**src/hdl/brc_pkg.sv**
```systemverilog
// Shared constants and types for the barometer compensation pipeline.
package brc_pkg;

  localparam int BRC_T_NUM_W = 27;   // |mc << 11| fits in 27 bits
  localparam int BRC_T_DEN_W = 32;
  localparam int BRC_T_SIDE_W = 58;  // sign, zero-den, x1, up
  localparam int BRC_P_NUM_W = 33;   // b7 << 1
  localparam int BRC_P_DEN_W = 17;   // b4 = product >> 15
  localparam int BRC_P_SIDE_W = 18;  // fault, b7 msb, temperature
  localparam int BRC_LATENCY = 16 + BRC_T_NUM_W + BRC_P_NUM_W;

  localparam logic signed [31:0] BRC_B6_OFS   = 32'sd4000;
  localparam logic signed [31:0] BRC_C_SQ     = 32'sd3038;
  localparam logic signed [31:0] BRC_C_LIN    = -32'sd7357;
  localparam logic signed [31:0] BRC_C_OFS    = 32'sd3791;
  localparam logic [31:0]        BRC_P_SCALE  = 32'd50000;
  localparam logic signed [31:0] BRC_B4_OFS   = 32'sd32768;
  localparam logic signed [31:0] BRC_P_MAX    = 32'sd262143;

  typedef enum logic [2:0] {
    REG_A1_A2 = 3'd0,
    REG_A3_A4 = 3'd1,
    REG_A5_A6 = 3'd2,
    REG_B1_B2 = 3'd3,
    REG_MC_MD = 3'd4,
    REG_OSS   = 3'd5
  } brc_reg_t;

endpackage

```
**src/hdl/brc_div.sv**
```systemverilog
// Pipelined restoring unsigned divider, one quotient bit per stage.
module brc_div import brc_pkg::*; #(
  parameter int NUM_W  = BRC_P_NUM_W,
  parameter int DEN_W  = BRC_P_DEN_W,
  parameter int SIDE_W = BRC_P_SIDE_W
) (
  input  logic              clk,
  input  logic              rst_n,
  input  logic              in_valid,
  input  logic [NUM_W-1:0]  in_num,
  input  logic [DEN_W-1:0]  in_den,
  input  logic [SIDE_W-1:0] in_side,
  output logic              out_valid,
  output logic [NUM_W-1:0]  out_quo,
  output logic [SIDE_W-1:0] out_side
);

  logic              vld_r  [NUM_W];
  logic [DEN_W-1:0]  rem_r  [NUM_W];
  logic [NUM_W-1:0]  nq_r   [NUM_W];  // dividend bits out the top, quotient bits in below
  logic [DEN_W-1:0]  den_r  [NUM_W];
  logic [SIDE_W-1:0] side_r [NUM_W];

  for (genvar i = 0; i < NUM_W; i++) begin : g_stg
    logic              vld_in;
    logic [DEN_W-1:0]  rem_in;
    logic [NUM_W-1:0]  nq_in;
    logic [DEN_W-1:0]  den_in;
    logic [SIDE_W-1:0] side_in;
    logic [DEN_W:0]    trial;
    logic [DEN_W:0]    diff;

    if (i == 0) begin : g_first
      assign vld_in  = in_valid;
      assign rem_in  = '0;
      assign nq_in   = in_num;
      assign den_in  = in_den;
      assign side_in = in_side;
    end else begin : g_next
      assign vld_in  = vld_r[i-1];
      assign rem_in  = rem_r[i-1];
      assign nq_in   = nq_r[i-1];
      assign den_in  = den_r[i-1];
      assign side_in = side_r[i-1];
    end

    always_comb begin
      trial = {rem_in, nq_in[NUM_W-1]};
      diff  = trial - {1'b0, den_in};
    end

    always_ff @(posedge clk) begin
      if (!rst_n) begin
        vld_r[i] <= 1'b0;
      end else begin
        vld_r[i] <= vld_in;
      end
    end

    always_ff @(posedge clk) begin
      den_r[i]  <= den_in;
      side_r[i] <= side_in;
      if (!diff[DEN_W]) begin
        rem_r[i] <= diff[DEN_W-1:0];
        nq_r[i]  <= {nq_in[NUM_W-2:0], 1'b1};
      end else begin
        rem_r[i] <= trial[DEN_W-1:0];
        nq_r[i]  <= {nq_in[NUM_W-2:0], 1'b0};
      end
    end
  end

  assign out_valid = vld_r[NUM_W-1];
  assign out_quo   = nq_r[NUM_W-1];
  assign out_side  = side_r[NUM_W-1];

endmodule

```
**config.mk**
```make
export PLATFORM = sky130hd
export DESIGN_NAME = brc_div
export DESIGN_NICKNAME = d
export VERILOG_FILES = /design/src/hdl/brc_pkg.sv /design/src/hdl/brc_div.sv
export SDC_FILE = /design/constraint.sdc
export NUM_CORES = 2
export LEC_CHECK = 0
export ABC_AREA = 1
export BUFFER_PORTS_ARGS = -buffer_cell sky130_fd_sc_hd__buf_2
export CAP_MARGIN = 5
export CORE_MARGIN = 4
export CORE_UTILIZATION = 45
export CTS_BUF_LIST = sky130_fd_sc_hd__clkbuf_16
export CTS_CLUSTER_SIZE = 20
export DETAILED_ROUTE_END_ITERATION = 6
export GPL_ROUTABILITY_DRIVEN = 1
export SETUP_SLACK_MARGIN = 0.15
export SLEW_MARGIN = 20
export SYNTH_ARGS = -nofsm -noshare
export SYNTH_HDL_FRONTEND = slang
export SYNTH_SLANG_ARGS = --single-unit
```
**constraint.sdc**
```tcl
create_clock -name clk -period 3.5 [get_ports clk]
set_clock_uncertainty 0.05 [all_clocks]
set_input_delay 0.175 -clock clk [delete_from_list [all_inputs] [get_ports clk]]
set_output_delay 0.175 -clock clk [all_outputs]
set_load 0.01 [all_outputs]
```
==> out/results.ini <==
[outcome]
outcome = finished with violations
violations = design-rule violations

[finish]
fillers = 21490
drive_gt1_share_pct = 7.041
area_growth_pct = 13.72
finalNonFillerCells = 16020
nets = 13430

[clocking]
path_clk_slew_ps = 50
cts_num_sinks = 2804
clockBufferDepth = 4
clock_latency_ps = 910
cts_buffers = 305
cts-root-buf = clkbuf_16
htreeDepth = 5
post_cts_resized = 0
cts_tree = built

[critical_path]
reg2reg_setup_slack_ps = 1030
path_class = reg2reg
cp-startpoint = den_r[0][245]
r2r_end = rem_r[15][7]
crit_end = rem_r[15][7]
cp-start-kind = flip-flop
cp.required_ps = 4190
cp_max_fo = 17
cp-end-kind = flip-flop
cp_num_cells = 12
path_cells = inv_1 -> ha_1 -> nand2_1 -> inv_1 -> nand2_1 -> nand2_1 -> inv_1 -> nand3_2 -> nand2_2 -> nand3_2 -> nand3_1 -> nand2_1
worst_ep_arrival_time_ps = 3170
critPathSlowestCell = nand3_2
reg2reg_depth = 12
crit_family = simple AND/OR/NAND/NOR gates
crit_buf_inv = 3
rr_startpoint = den_r[0][245]
slowest_delay_ps = 410
cpMostUsedCell = nand2_1

[route]
wire_per_inst_um = 14.37
drt_wl_total_um = 230300
postRouteAntennaNets = 0
drc = 2
first_iter_violations = 4823
vias_per_cell = 4.657
firstDrtPassIters = 7
vias = 74610

[pwr]
p_leak_nw = 63.34
vdd_drop_max_mv = 0.4293
power_density_nw_per_um2 = 1011

[yosys]
synth.distinct_cells = 31
syn_inst = 12340
postSynthAreaPerCell_um2 = 8.393
synth_area_um2 = 103600
yosysSeqAreaShare_pct = 54.21
yosys_warnings = 0
ys_ff_latch = 2804

[place]
dp_slack_ps = 1109
place_congestion = 0.8990
io_buffer_count = 122
place_inst = 15350
dpl.hpwl_um = 173800

[timing]
min_period_ps = 2472
rsz0062_at_grt = false
fin_crit_sh_pct = 70.62
setup_violations = 0
setup_tns_ps = 0
slew_headroom_pct = 57.17
maxSlewViolCount = 0
max_freq_mhz = 404.6
worst_pin_slew_ps = 640.2
setup_slack_ps = 1028
hold_viol = 0

[floorplan]
start_util_pct = 45.39
die_w_um = 487.7
ios = 123
rows = 175
core_um2 = 228200
die_area_um2 = 237900
die-height_um = 487.7

[grt]
antenna_found_initial = 5
gr-total-overflow = 0
grt_pass1_vias = 72210
grt_max_degree = 34
grt_pass1_wl_um = 374800
grt_util_all_layers_pct = 19.20

[run]
drv_cap = 0

[worst_hold_path]
hp-class = in2reg

metrics by stage:
| step | total power, W | util [%] | instance area (um^2) | hold slack [ps] |
|---|---|---|---|---|
| floorplan | 0.07816 | - | 103600 | 152.7 |
| global route | 0.1288 | 51.62 | 117800 | 61.14 |
| finish | 0.1190 | 51.62 | 117800 | 99.03 |
| global placement | 0.08834 | 46.78 | 106700 | 226.8 |
| CTS | 0.1201 | 51.61 | 117800 | 15.08 |
| detailed placement | 0.08892 | 46.78 | 106700 | 228.6 |
layout make-up:
cell class	count	area (um^2)	area share, %
Tap cell	3009	3765	3.197
Timing Repair Buffer	263	2019	1.715
Inverter	2213	8307	7.054
Multi-Input combinational cell	7199	37920	32.20
Sequential cell	2804	56130	47.67
Antenna cell	3	7.507	0.006375
Clock inverter	222	1908	1.620
Clock buffer	308	7707	6.545
worst reg2reg max path, stage by stage, from the launching register on:
cell and delay (ps):
dfxtp_1 380, inv_1 60, ha_1 330, nand2_1 140
inv_1 80, nand2_1 70, nand2_1 110, inv_1 120
nand3_2 120, nand2_2 130, nand3_2 410, nand3_1 240
nand2_1 110
layout by cell type (no fill, tap or decap), drive strengths merged, types with 60 or more instances in the layout:
cell	Yosys	final
nand4	98	98
buf	124	123
ha	545	545
dfxtp	2804	2804
xnor2	90	90
clkbuf	5	308
clkinv	0	117
a21oi	293	293
and2	63	63
nor2	418	418
nand2	3810	3810
xor2	128	128
inv	2213	2270
dlygate4sd3	0	140
or2	60	60
nor3	76	76
nand3	1541	1541
cells by family after synthesis:
logic type | share of synthesized area, %
other cells | 0.003621
xor+xnor | 1.844
compound gates | 1.592
buf+inv | 9.200
fa+ha+maj | 7.184
flops | 54.21
simple gates | 25.97
cell usage after synthesis:
library cell	instances	area (um^2)
inv_2	18	67.56
nand3_1	1428	7147
nor3_2	5	50.05
conb_1	1	3.750
and2_1	63	394.1
clkbuf_1	5	18.77
buf_6	70	788.3
xnor2_1	90	788.3
xor2_1	128	1121
nor3_1	71	355.3
nor4_1	3	18.77
buf_4	53	397.9
nand2_2	55	344.1
inv_1	2195	8239
nand3_4	9	157.7
nor2_4	15	168.9
nor2_2	17	106.4
ha_1	545	6819
fa_1	31	620.6
nor2_1	386	1449
nand2_4	77	867.1
nand2_1	3678	13810
dfxtp_1	2804	56130
o21ai_0	32	160.2
buf_8	1	15.01
nand3_2	104	1041
or2_2	60	375.4
a21oi_1	293	1466
nand4_1	98	613.1
o21ai_1	3	15.01
a21o_1	1	7.510
state kept, by name, summed over array words and instances, names as in the netlist:
signal,flops
rem_r,544
nq_r,1089
side_r,594
den_r,544
vld_r,33
worst min-delay path by stage:
stage,cells after the start,startpoint,endpoint
CTS,4,in_den[0],rem_r[0][0]
finish,4,in_den[0],rem_r[0][0]
global route,4,in_den[0],rem_r[0][0]
global placement,1,in_num[1],nq_r[0][2]
floorplan,0,in_den[0],den_r[0][0]
detailed placement,1,in_side[6],side_r[0][6]
power by group:
group	switching, W	internal [W]
Combinational	0.0293	0.0158
Sequential	0.00406	0.0395
Clock	0.0124	0.0180
Total	0.0458	0.0732
layer usage:
layer,wire length [um],track usage [%],vias up
li1,-,-,38810
met1,109900,26.38,33680
met2,103100,31.29,1679
met3,10600,2.719,441
met4,6780,5.939,0
met5,0,0,-
repair_timing:
item | CTS | global route
hold buffers | 140 | 0
endpoints found under the hold margin | 111 | 0
setup buffers | 0 | 0
No activity file was read; power rests on OpenSTA's default activity.
